File: config.mk
export PLATFORM = sky130hd
export DESIGN_NAME = plane_depth_sort_cell_core_flat
export DESIGN_NICKNAME = d
export VERILOG_FILES = /design/src/rtl/pdsc_pkg.sv /design/src/rtl/pdsc_if.sv /design/src/rtl/plane_depth_sort_cell_core.sv /design/src/rtl/pdsc_decode.sv /design/src/rtl/pdsc_surf.sv /design/src/flat_wrapper.sv
export VERILOG_INCLUDE_DIRS = /design/src /design/src/rtl
export SDC_FILE = /design/constraint.sdc
export NUM_CORES = 1
export LEC_CHECK = 0
export ABC_CLOCK_PERIOD_IN_PS = 6200
export BUFFER_PORTS_ARGS = -buffer_cell sky130_fd_sc_hd__buf_2
export CORE_ASPECT_RATIO = 2
export CORE_MARGIN = 5
export CORE_UTILIZATION = 56
export CTS_CLUSTER_SIZE = 14
export DETAILED_ROUTE_END_ITERATION = 10
export PLACE_DENSITY_LB_ADDON = 0.08
export SLEW_MARGIN = 20
export SYNTH_ARGS = -nofsm -noshare
export SYNTH_HDL_FRONTEND = slang
export SYNTH_SLANG_ARGS = --single-unit
File: constraint.sdc
create_clock -name clk -period 6.2 [get_ports clk]
set_clock_uncertainty 0.1 [all_clocks]
set_input_delay 0.93 -clock clk [delete_from_list [all_inputs] [get_ports clk]]
set_output_delay 0.93 -clock clk [all_outputs]
set_load 0.05 [all_outputs]
File: src/rtl/assert_macros.svh
// assertion macros, included by plane_depth_sort_cell_core
`ifndef ASSERT_MACROS_SVH
`define ASSERT_MACROS_SVH

// clocked check, off while reset is asserted
`define PDSC_ASSERT(label, prop) \
    label: assert property (@(posedge clk) disable iff (!rst_n) prop) \
        else $error("pdsc assertion failed");

// clocked check, also active during reset
`define PDSC_ASSERT_ALWAYS(label, prop) \
    label: assert property (@(posedge clk) prop) \
        else $error("pdsc assertion failed");

`endif

File: src/rtl/pdsc_pkg.sv
// types and constants of the plane depth sort cell
package pdsc_pkg;

    localparam int TAG_WIDTH   = 16;
    localparam int DEPTH_WIDTH = 32;
    localparam int ID_WIDTH    = 16;
    localparam int MODE_WIDTH  = 2;
    localparam int OP_WIDTH    = 4;

    localparam int MODE_NOP_BIT   = 0;
    localparam int MODE_FLUSH_BIT = 1;

    typedef enum logic [OP_WIDTH-1:0] {
        OP_FORW_VISIB        = 4'd0,
        OP_FORW_VISIB_FP     = 4'd1,
        OP_FORW_INVIS        = 4'd2,
        OP_FORW_INVIS_FP     = 4'd3,
        OP_FORW_PERP         = 4'd4,
        OP_FORW_PERP_FP      = 4'd5,
        OP_REV_VISIB         = 4'd6,
        OP_REV_INVIS         = 4'd7,
        OP_REV_REPLACE_IF    = 4'd8,
        OP_TEST_SHAD_FORW    = 4'd9,
        OP_TEST_SHAD_FORW_FP = 4'd10,
        OP_TEST_SHAD_PERP    = 4'd11,
        OP_TEST_SHAD_PERP_FP = 4'd12,
        OP_TEST_SHADOW_REV   = 4'd13,
        OP_TEST_LIGHT_REV    = 4'd14,
        OP_BEGIN_TRANS       = 4'd15
    } op_t;

    typedef enum logic [2:0] {
        IL_NOP        = 3'd0,
        IL_LOAD       = 3'd1,
        IL_FURTHER    = 3'd2,
        IL_CLOSER     = 3'd3,
        IL_INVIS_FORW = 3'd4
    } il_t;

    typedef enum logic [1:0] {
        UL_NOP    = 2'd0,
        UL_LOAD   = 2'd1,
        UL_CLOSER = 2'd2
    } ul_t;

    typedef enum logic [1:0] {
        TS_NOP            = 2'd0,
        TS_CLOSER         = 2'd1,
        TS_SHADOW_FURTHER = 2'd2,
        TS_LIGHT_FURTHER  = 2'd3
    } ts_t;

    typedef enum logic [2:0] {
        PM_NONE      = 3'd0,
        PM_SHAD_FORW = 3'd1,
        PM_SHADOW    = 3'd2,
        PM_LIGHT     = 3'd3,
        PM_TRANS     = 3'd4,
        PM_DEF_REP   = 3'd5
    } pm_t;

    typedef struct packed {
        il_t  il;
        ul_t  ul;
        ts_t  ts;
        logic vis;
        logic clr;
        logic perp;
        logic mux;
    } ctl_t;

    typedef struct packed {
        logic                          shadow_flag;
        logic signed [DEPTH_WIDTH-1:0] nearest_depth;
        logic [ID_WIDTH-1:0]           nearest_id;
    } res_t;

endpackage

File: src/rtl/pdsc_if.sv
// request and result channels of the plane depth sort cell
interface pdsc_in_if;
    import pdsc_pkg::*;

    logic                          valid;
    logic                          ready;
    logic [MODE_WIDTH-1:0]         mode;
    logic [OP_WIDTH-1:0]           plane_op;
    logic                          second_object;
    logic signed [DEPTH_WIDTH-1:0] plane_depth;
    logic [ID_WIDTH-1:0]           plane_id;

    modport source (
        output valid, mode, plane_op, second_object, plane_depth, plane_id,
        input  ready
    );
    modport sink (
        input  valid, mode, plane_op, second_object, plane_depth, plane_id,
        output ready
    );
endinterface

interface pdsc_out_if;
    import pdsc_pkg::*;

    logic                          valid;
    logic                          ready;
    logic                          shadow_flag;
    logic signed [DEPTH_WIDTH-1:0] nearest_depth;
    logic [ID_WIDTH-1:0]           nearest_id;

    modport source (
        output valid, shadow_flag, nearest_depth, nearest_id,
        input  ready
    );
    modport sink (
        input  valid, shadow_flag, nearest_depth, nearest_id,
        output ready
    );
endinterface

File: src/rtl/plane_depth_sort_cell_core.sv
// top level of the plane depth sort cell: input register, cell update, result register
// One request per clock while results are taken: a request is first captured in
// the input register, and from there it is decoded, compared against the
// candidate depth and written into the cell state and the result register
// together. The input side keeps accepting while a result waits, as long as the
// input register is empty; both registers stall together while the result is
// not taken. Reset clears all cell state to zero.
module plane_depth_sort_cell_core (
    input  logic       clk,
    input  logic       rst_n,
    pdsc_in_if.sink    in_ch,
    pdsc_out_if.source out_ch
);
    import pdsc_pkg::*;

    `include "assert_macros.svh"

    logic                          s1_valid_reg;
    logic [MODE_WIDTH-1:0]         s1_mode_reg;
    logic [OP_WIDTH-1:0]           s1_op_reg;
    logic                          s1_second_reg;
    logic signed [DEPTH_WIDTH-1:0] s1_depth_reg;
    logic [ID_WIDTH-1:0]           s1_id_reg;

    logic                          out_valid_reg;
    res_t                          out_res_reg;

    logic                          adv, step;
    ctl_t                          ctl;
    logic                          pm_we;
    pm_t                           pm, pm_next;
    res_t                          res_next;

    assign adv         = !out_valid_reg || out_ch.ready;
    assign step        = s1_valid_reg && adv;
    assign in_ch.ready = !s1_valid_reg || adv;

    pdsc_decode u_decode (
        .mode          (s1_mode_reg),
        .plane_op      (s1_op_reg),
        .second_object (s1_second_reg),
        .pm            (pm),
        .ctl           (ctl),
        .pm_we         (pm_we),
        .pm_next       (pm_next)
    );

    pdsc_surf u_surf (
        .clk      (clk),
        .rst_n    (rst_n),
        .en       (step),
        .ctl      (ctl),
        .pm_we    (pm_we),
        .pm_next  (pm_next),
        .depth    (s1_depth_reg),
        .id       (s1_id_reg),
        .pm       (pm),
        .res_next (res_next)
    );

    always_ff @(posedge clk or negedge rst_n)
    begin
        if (!rst_n)
        begin
            s1_valid_reg  <= 1'b0;
            out_valid_reg <= 1'b0;
        end
        else
        begin
            if (in_ch.ready)
            begin
                s1_valid_reg <= in_ch.valid;
            end
            if (adv)
            begin
                out_valid_reg <= s1_valid_reg;
            end
        end
    end

    always_ff @(posedge clk)
    begin
        if (in_ch.valid && in_ch.ready)
        begin
            s1_mode_reg   <= in_ch.mode;
            s1_op_reg     <= in_ch.plane_op;
            s1_second_reg <= in_ch.second_object;
            s1_depth_reg  <= in_ch.plane_depth;
            s1_id_reg     <= in_ch.plane_id;
        end
        if (step)
        begin
            out_res_reg <= res_next;
        end
    end

    assign out_ch.valid         = out_valid_reg;
    assign out_ch.shadow_flag   = out_res_reg.shadow_flag;
    assign out_ch.nearest_depth = out_res_reg.nearest_depth;
    assign out_ch.nearest_id    = out_res_reg.nearest_id;

    `PDSC_ASSERT(a_stall_blocks_input,
        (s1_valid_reg && out_valid_reg && !out_ch.ready) |-> !in_ch.ready)
    `PDSC_ASSERT(a_step_gives_result, step |=> out_valid_reg)
    `PDSC_ASSERT(a_result_has_source, $rose(out_valid_reg) |-> $past(s1_valid_reg))
    `PDSC_ASSERT_ALWAYS(a_reset_empty, !rst_n |-> (!s1_valid_reg && !out_valid_reg))

endmodule

File: src/rtl/pdsc_decode.sv
// opcode widening, nop and flush modes, and pending modifier override
module pdsc_decode (
    input  logic [pdsc_pkg::MODE_WIDTH-1:0] mode,
    input  logic [pdsc_pkg::OP_WIDTH-1:0]   plane_op,
    input  logic                            second_object,
    input  pdsc_pkg::pm_t                   pm,
    output pdsc_pkg::ctl_t                  ctl,
    output logic                            pm_we,
    output pdsc_pkg::pm_t                   pm_next
);
    import pdsc_pkg::*;

    function automatic ctl_t mk(il_t il, ul_t ul, logic vis, logic perp, logic mux);
        ctl_t c;
        c.il   = il;
        c.ul   = ul;
        c.ts   = TS_NOP;
        c.vis  = vis;
        c.clr  = 1'b0;
        c.perp = perp;
        c.mux  = mux;
        return c;
    endfunction

    ul_t  fpu;
    ctl_t base;
    pm_t  op_pm;

    assign fpu = second_object ? UL_LOAD : UL_CLOSER;

    always_comb
    begin
        op_pm = PM_NONE;
        case (plane_op)
            OP_FORW_VISIB:        base = mk(IL_FURTHER, UL_NOP, 1'b1, 1'b0, 1'b0);
            OP_FORW_VISIB_FP:     base = mk(IL_LOAD, fpu, 1'b1, 1'b0, 1'b1);
            OP_FORW_INVIS:        base = mk(IL_FURTHER, UL_NOP, 1'b0, 1'b0, 1'b0);
            OP_FORW_INVIS_FP:     base = mk(IL_LOAD, fpu, 1'b0, 1'b0, 1'b1);
            OP_FORW_PERP:         base = mk(IL_FURTHER, UL_NOP, 1'b0, 1'b1, 1'b0);
            OP_FORW_PERP_FP:      base = mk(IL_LOAD, fpu, 1'b1, 1'b1, 1'b1);
            OP_REV_VISIB:         base = mk(IL_CLOSER, UL_NOP, 1'b1, 1'b0, 1'b0);
            OP_REV_INVIS:         base = mk(IL_CLOSER, UL_NOP, 1'b0, 1'b0, 1'b0);
            OP_REV_REPLACE_IF:
            begin
                op_pm = PM_DEF_REP;
                base  = mk(IL_CLOSER, UL_NOP, 1'b0, 1'b0, 1'b0);
            end
            OP_TEST_SHAD_FORW:
            begin
                op_pm = PM_SHAD_FORW;
                base  = mk(IL_FURTHER, UL_NOP, 1'b1, 1'b0, 1'b0);
            end
            OP_TEST_SHAD_FORW_FP:
            begin
                op_pm = PM_SHAD_FORW;
                base  = mk(IL_LOAD, fpu, 1'b1, 1'b0, 1'b1);
            end
            OP_TEST_SHAD_PERP:
            begin
                op_pm = PM_SHAD_FORW;
                base  = mk(IL_FURTHER, UL_NOP, 1'b0, 1'b1, 1'b0);
            end
            OP_TEST_SHAD_PERP_FP:
            begin
                op_pm = PM_SHAD_FORW;
                base  = mk(IL_LOAD, fpu, 1'b0, 1'b1, 1'b1);
            end
            OP_TEST_SHADOW_REV:
            begin
                op_pm = PM_SHADOW;
                base  = mk(IL_CLOSER, UL_NOP, 1'b0, 1'b0, 1'b0);
            end
            OP_TEST_LIGHT_REV:
            begin
                op_pm = PM_LIGHT;
                base  = mk(IL_CLOSER, UL_NOP, 1'b0, 1'b0, 1'b0);
            end
            default:
            begin
                op_pm = PM_TRANS;
                base  = mk(IL_NOP, UL_CLOSER, 1'b1, 1'b0, 1'b1);
            end
        endcase
    end

    always_comb
    begin
        pm_we   = 1'b0;
        pm_next = op_pm;
        ctl     = base;
        if (mode[MODE_NOP_BIT])
        begin
            ctl = mk(IL_NOP, UL_NOP, 1'b0, 1'b0, 1'b0);
        end
        else if (mode[MODE_FLUSH_BIT])
        begin
            // flush offers the candidate to held through UL_CLOSER
            ctl = mk(IL_NOP, UL_CLOSER, 1'b1, 1'b0, 1'b1);
        end
        else
        begin
            pm_we = 1'b1;
            case (pm)
                PM_SHAD_FORW:
                begin
                    ctl.ts  = TS_CLOSER;
                    ctl.il  = IL_LOAD;
                    ctl.mux = 1'b1;
                end
                PM_SHADOW:
                begin
                    ctl.ts = TS_SHADOW_FURTHER;
                    ctl.ul = UL_NOP;
                end
                PM_LIGHT:
                begin
                    ctl.ts = TS_LIGHT_FURTHER;
                    ctl.ul = UL_NOP;
                end
                PM_TRANS:
                begin
                    ctl.clr = 1'b1;
                    ctl.ul  = UL_NOP;
                end
                PM_DEF_REP:
                begin
                    ctl.il = IL_INVIS_FORW;
                end
                default:
                begin
                    ctl = base;
                end
            endcase
        end
    end

endmodule

File: src/rtl/pdsc_surf.sv
// candidate and held registers with depth compare and shadow update
module pdsc_surf (
    input  logic                                   clk,
    input  logic                                   rst_n,
    input  logic                                   en,
    input  pdsc_pkg::ctl_t                         ctl,
    input  logic                                   pm_we,
    input  pdsc_pkg::pm_t                          pm_next,
    input  logic signed [pdsc_pkg::DEPTH_WIDTH-1:0] depth,
    input  logic [pdsc_pkg::ID_WIDTH-1:0]          id,
    output pdsc_pkg::pm_t                          pm,
    output pdsc_pkg::res_t                         res_next
);
    import pdsc_pkg::*;

    logic signed [DEPTH_WIDTH-1:0] cand_depth_reg, cand_depth_next;
    logic [TAG_WIDTH-1:0]          cand_tag_reg, cand_tag_next;
    logic                          cand_visible_reg, cand_visible_next;
    logic                          cand_forward_reg, cand_forward_next;
    logic signed [DEPTH_WIDTH-1:0] held_depth_reg, held_depth_next;
    logic [TAG_WIDTH-1:0]          held_tag_reg, held_tag_next;
    logic                          held_visible_reg, held_visible_next;
    logic                          held_shadow_reg, held_shadow_next;
    logic                          shadow_scratch_reg, shadow_scratch_next;
    pm_t                           pm_reg;

    logic signed [DEPTH_WIDTH-1:0] cmp_depth;
    logic                          gte, lte, i_re, u_re;
    logic [63:0]                   id_wide, tag_wide;
    logic [TAG_WIDTH-1:0]          tag_in;

    assign cmp_depth = ctl.mux ? held_depth_reg : depth;
    assign gte       = cand_depth_reg >= cmp_depth;
    assign lte       = cand_depth_reg <= cmp_depth;

    assign id_wide = {{(64-ID_WIDTH){1'b0}}, id};
    assign tag_in  = id_wide[TAG_WIDTH-1:0];

    always_comb
    begin
        i_re              = 1'b0;
        cand_visible_next = cand_visible_reg;
        cand_forward_next = cand_forward_reg;
        case (ctl.il)
            IL_LOAD:
            begin
                i_re              = 1'b1;
                cand_forward_next = 1'b1;
                cand_visible_next = ctl.vis;
            end
            IL_FURTHER:
            begin
                // perpendicular planes load on a negative depth
                if ((!ctl.perp && gte) || (ctl.perp && depth[DEPTH_WIDTH-1]))
                begin
                    i_re              = 1'b1;
                    cand_forward_next = 1'b1;
                    cand_visible_next = ctl.vis;
                end
            end
            IL_CLOSER:
            begin
                if (!gte)
                begin
                    i_re              = 1'b1;
                    cand_forward_next = 1'b0;
                    cand_visible_next = ctl.vis;
                end
            end
            IL_INVIS_FORW:
            begin
                if (!cand_visible_reg && cand_forward_reg)
                begin
                    i_re              = 1'b1;
                    cand_forward_next = 1'b0;
                    cand_visible_next = ctl.vis;
                end
            end
            default:
            begin
                i_re = 1'b0;
            end
        endcase
        cand_depth_next = i_re ? depth : cand_depth_reg;
        cand_tag_next   = i_re ? tag_in : cand_tag_reg;
    end

    always_comb
    begin
        u_re = (ctl.ul == UL_LOAD) ||
               ((ctl.ul == UL_CLOSER) && ((gte && cand_visible_reg) || !held_visible_reg));
        held_visible_next   = u_re ? cand_visible_reg : held_visible_reg;
        held_shadow_next    = held_shadow_reg;
        shadow_scratch_next = 1'b0;
        if (u_re)
        begin
            held_shadow_next = 1'b0;
        end
        else
        begin
            case (ctl.ts)
                TS_CLOSER:
                begin
                    shadow_scratch_next = !lte;
                end
                TS_SHADOW_FURTHER:
                begin
                    held_shadow_next    = held_shadow_reg || (lte && shadow_scratch_reg);
                    shadow_scratch_next = shadow_scratch_reg;
                end
                TS_LIGHT_FURTHER:
                begin
                    held_shadow_next    = !((lte && shadow_scratch_reg) || !held_shadow_reg);
                    shadow_scratch_next = shadow_scratch_reg;
                end
                default:
                begin
                    shadow_scratch_next = shadow_scratch_reg;
                end
            endcase
        end
        held_depth_next = u_re ? cand_depth_reg : held_depth_reg;
        if (u_re)
        begin
            held_tag_next = cand_tag_reg;
        end
        else if (ctl.clr)
        begin
            held_tag_next = '0;
        end
        else
        begin
            held_tag_next = held_tag_reg;
        end
    end

    assign tag_wide = {{(64-TAG_WIDTH){1'b0}}, held_tag_next};

    assign res_next.shadow_flag   = held_shadow_next;
    assign res_next.nearest_depth = held_depth_next;
    assign res_next.nearest_id    = tag_wide[ID_WIDTH-1:0];
    assign pm                     = pm_reg;

    always_ff @(posedge clk or negedge rst_n)
    begin
        if (!rst_n)
        begin
            cand_depth_reg     <= '0;
            cand_tag_reg       <= '0;
            cand_visible_reg   <= 1'b0;
            cand_forward_reg   <= 1'b0;
            held_depth_reg     <= '0;
            held_tag_reg       <= '0;
            held_visible_reg   <= 1'b0;
            held_shadow_reg    <= 1'b0;
            shadow_scratch_reg <= 1'b0;
            pm_reg             <= PM_NONE;
        end
        else if (en)
        begin
            cand_depth_reg     <= cand_depth_next;
            cand_tag_reg       <= cand_tag_next;
            cand_visible_reg   <= cand_visible_next;
            cand_forward_reg   <= cand_forward_next;
            held_depth_reg     <= held_depth_next;
            held_tag_reg       <= held_tag_next;
            held_visible_reg   <= held_visible_next;
            held_shadow_reg    <= held_shadow_next;
            shadow_scratch_reg <= shadow_scratch_next;
            if (pm_we)
            begin
                pm_reg <= pm_next;
            end
        end
    end

endmodule

File: src/flat_wrapper.sv
// flat-port wrapper written by rule: the top's interface ports become plain ports
module plane_depth_sort_cell_core_flat import pdsc_pkg::*;
  (clk, rst_n, in_ch_valid, in_ch_mode, in_ch_plane_op, in_ch_second_object, in_ch_plane_depth, in_ch_plane_id, in_ch_ready, out_ch_valid, out_ch_shadow_flag, out_ch_nearest_depth, out_ch_nearest_id, out_ch_ready);
  pdsc_in_if in_ch_i ();
  pdsc_out_if out_ch_i ();
  input  logic clk;
  input  logic rst_n;
  input wire logic [$bits(in_ch_i.valid)-1:0] in_ch_valid;
  input wire logic [$bits(in_ch_i.mode)-1:0] in_ch_mode;
  input wire logic [$bits(in_ch_i.plane_op)-1:0] in_ch_plane_op;
  input wire logic [$bits(in_ch_i.second_object)-1:0] in_ch_second_object;
  input wire logic [$bits(in_ch_i.plane_depth)-1:0] in_ch_plane_depth;
  input wire logic [$bits(in_ch_i.plane_id)-1:0] in_ch_plane_id;
  output wire logic [$bits(in_ch_i.ready)-1:0] in_ch_ready;
  output wire logic [$bits(out_ch_i.valid)-1:0] out_ch_valid;
  output wire logic [$bits(out_ch_i.shadow_flag)-1:0] out_ch_shadow_flag;
  output wire logic [$bits(out_ch_i.nearest_depth)-1:0] out_ch_nearest_depth;
  output wire logic [$bits(out_ch_i.nearest_id)-1:0] out_ch_nearest_id;
  input wire logic [$bits(out_ch_i.ready)-1:0] out_ch_ready;
  assign in_ch_i.valid = in_ch_valid;
  assign in_ch_i.mode = in_ch_mode;
  assign in_ch_i.plane_op = in_ch_plane_op;
  assign in_ch_i.second_object = in_ch_second_object;
  assign in_ch_i.plane_depth = in_ch_plane_depth;
  assign in_ch_i.plane_id = in_ch_plane_id;
  assign in_ch_ready = in_ch_i.ready;
  assign out_ch_valid = out_ch_i.valid;
  assign out_ch_shadow_flag = out_ch_i.shadow_flag;
  assign out_ch_nearest_depth = out_ch_i.nearest_depth;
  assign out_ch_nearest_id = out_ch_i.nearest_id;
  assign out_ch_i.ready = out_ch_ready;
  plane_depth_sort_cell_core u_core (.clk(clk), .rst_n(rst_n), .in_ch(in_ch_i), .out_ch(out_ch_i));
endmodule
==> reports/results.ini <==
[route]
num_vias=5279
drt_wl_total_um=17380
drc=0
vias_per_cell=5.658
first_iter_violations=190
dr.pass1.iters=4
wl_per_cell_um=18.62
ant_nets=0

[clock_network]
path_clk_slew_ns=0.06
cts_resized=0
clk-insertion-delay-late_ns=0.49
clock-root-buffer=clkbuf_16
cts.sinks=210
cts_made_buffers=20
cts_setup_buffers=0
clock_path_buffers=3
postCtsHoldBufs=0
cts_max_level=1
cts_tree=built

[power]
powerDensity_mw_per_mm2=493.8
irDropWorstVdd_v=0.0002733
total_power_uw=5190
p_leak_uw=0.004466

[setup_path]
crit_path_end_kind=flop
path_class=reg -> reg
path_max_fanout=32
arrival_ns=5.10
cp.required_ns=6.52
start_kind=flop
reg2regPathDepth=17

[sta]
drv_slew=0
setup_violations=0
fin_tns_setup_ns=0
final_hold_viol_count=0
fmax_mhz=209.4
rsz0062_at_grt=false
tightestPinTransition_ns=0.7873
fin_crit_ns=4.775
finalCritPeriodShare_pct=77.01
max_slew_margin_pct=47.51

[synthesis]
synthTopCellsByCount=dfrtp_1, edfxtp_1, mux2_2, mux2i_1, mux2_1
synth_cell_types=53
yosysMostFrequentCell=dfrtp_1
synth_top_cell_by_area=edfxtp_1
synth.area.top_cells=edfxtp_1, dfrtp_1, mux2_2
synth_cells=598
synth_seq_area_share_pct=63.42
yosysTopAreaCellShare_pct=34.30
synth_area_mm2=0.009106
syn_avg_cell_area_um2=15.23
ys_ff_latch=210
synth_nets=689
synth_edf_count=104
synthFlopType=dfrtp_1
async_flop_share_pct=50.48
synth_warnings=0

[global_route]
antenna_found_initial=0
grt_pass1_vias=5550
grt_overflow=0
grt_pass1_wl_um=28810
grt_start_max_net_pins=59
grt_use_total_pct=18.82

[floorplanning]
rows=66
start_util_pct=56.55
io_pins=110
coreArea_mm2=0.01610
fp.dieH_um=190.3
die_w_um=100.2
die_area_mm2=0.01907

[place]
io_buffers=109
dp_hpwl_um=11060
gp_congestion=0.7947

[hold_path]
hp-class=in -> async

[cells_and_area]
syn_to_final_growth_pct=15.42
fin_nets=806
diodes=0
drive_gt1_share_pct=32.65

[flow_run]
cap_violations=0

[outcome]
status=finished clean

[report_power, final]
part	switching, uW	leakage, uW	internal [uW]
logic	978	0.00187	734
registers	307	0.00230	1990
clock network	498	0.000305	679
[stage by stage]
step / cells / hold WS, ns / area [um^2] / setup WS [ns] / utilization, %
2_1_floorplan: 598 / 0.3554 / 9106 / 1.737 / -
3_3_place_gp: 897 / 0.3600 / 9882 / 1.410 / 61.37
3_5_place_dp: 897 / 0.3674 / 9882 / 1.275 / 61.37
4_1_cts: 933 / 0.3757 / 10510 / 1.251 / 65.25
5_1_grt: 933 / 0.3937 / 10510 / 1.064 / 65.27
6_report: 933 / 0.3606 / 10510 / 1.425 / 65.27
[critical path: stages, from the launching register on]
cell and delay (ns):
edfxtp_1 0.57, xor2_1 0.25, mux2i_1 0.15, a21oi_1 0.14
a21oi_4 0.18, buf_12 0.26, mux2_2 0.38, ha_1 0.27
nand4_1 0.09, nor4_1 0.40, a22oi_1 0.13, o211ai_1 0.14
a21oi_1 0.14, o31ai_4 0.24, and2_2 0.38, buf_4 0.40
buf_4 0.29, a22o_1 0.18
[placed cells by master (no fill, tap or decap), types with 6 or more instances in the layout]
cell       count
mux2_2        81
nand3_1        7
nand2b_1       7
nor2_1        13
buf_2        108
clkbuf_1       8
inv_1          6
a22o_1        32
o21ai_0        9
nand2_1       19
dfrtp_1      106
buf_4         11
nand4_1        8
ha_1          32
clkbuf_16     21
mux2_1        33
edfxtp_1     104
a21oi_1       23
mux2i_1       36
[routing by layer]
metal / track usage (%) / wire length [um] / up-vias
met5: 0 / 0 / -
met3: 2.966 / 791 / 25
met2: 31.75 / 8825 / 121
li1: - / - / 2526
met4: 5.553 / 335 / 0
met1: 25.09 / 7425 / 2607
[logic make-up (layout without fill, tap and decap cells)]
group	after synthesis	in the layout	synth area share, %
compound gates	94	94	7.681
xor+xnor	2	2	0.1924
fa+ha+maj	32	32	4.397
buf+inv	32	163	1.869
flops	210	210	63.42
mux	150	150	18.05
simple gates	78	78	4.383
[area by class of cell]
cell class                      instances  area [um^2]
Timing Repair Buffer                  120        643.1
Multi-Input combinational cell        356         3184
Clock buffer                           30        569.3
Sequential cell                       210         5776
Clock inverter                          6        56.30
Tap cell                              204        255.2
Fill cell                            1201         5593
Inverter                                7        26.28
[final timing paths]
path                                                                end                          start  slack [ns]
max                           u_core.u_surf.held_tag_reg[3]$_DFFE_PN0P_  u_core.s1_op_reg[1]$_DFFE_PP_        1.43
max in group asynchronous    u_core.u_surf.held_tag_reg[15]$_DFFE_PN0P_                          rst_n        4.42
min reg2reg                   u_core.u_surf.cand_tag_reg[9]$_DFFE_PN0P_  u_core.s1_id_reg[9]$_DFFE_PP_        0.38
max reg2reg                   u_core.u_surf.held_tag_reg[3]$_DFFE_PN0P_  u_core.s1_op_reg[1]$_DFFE_PP_        1.43
min                        u_core.u_surf.cand_depth_reg[13]$_DFFE_PN0P_                          rst_n        0.36
min in group clk              u_core.u_surf.cand_tag_reg[9]$_DFFE_PN0P_  u_core.s1_id_reg[9]$_DFFE_PP_        0.38
Note: power is estimated with default switching activity, not from simulation.
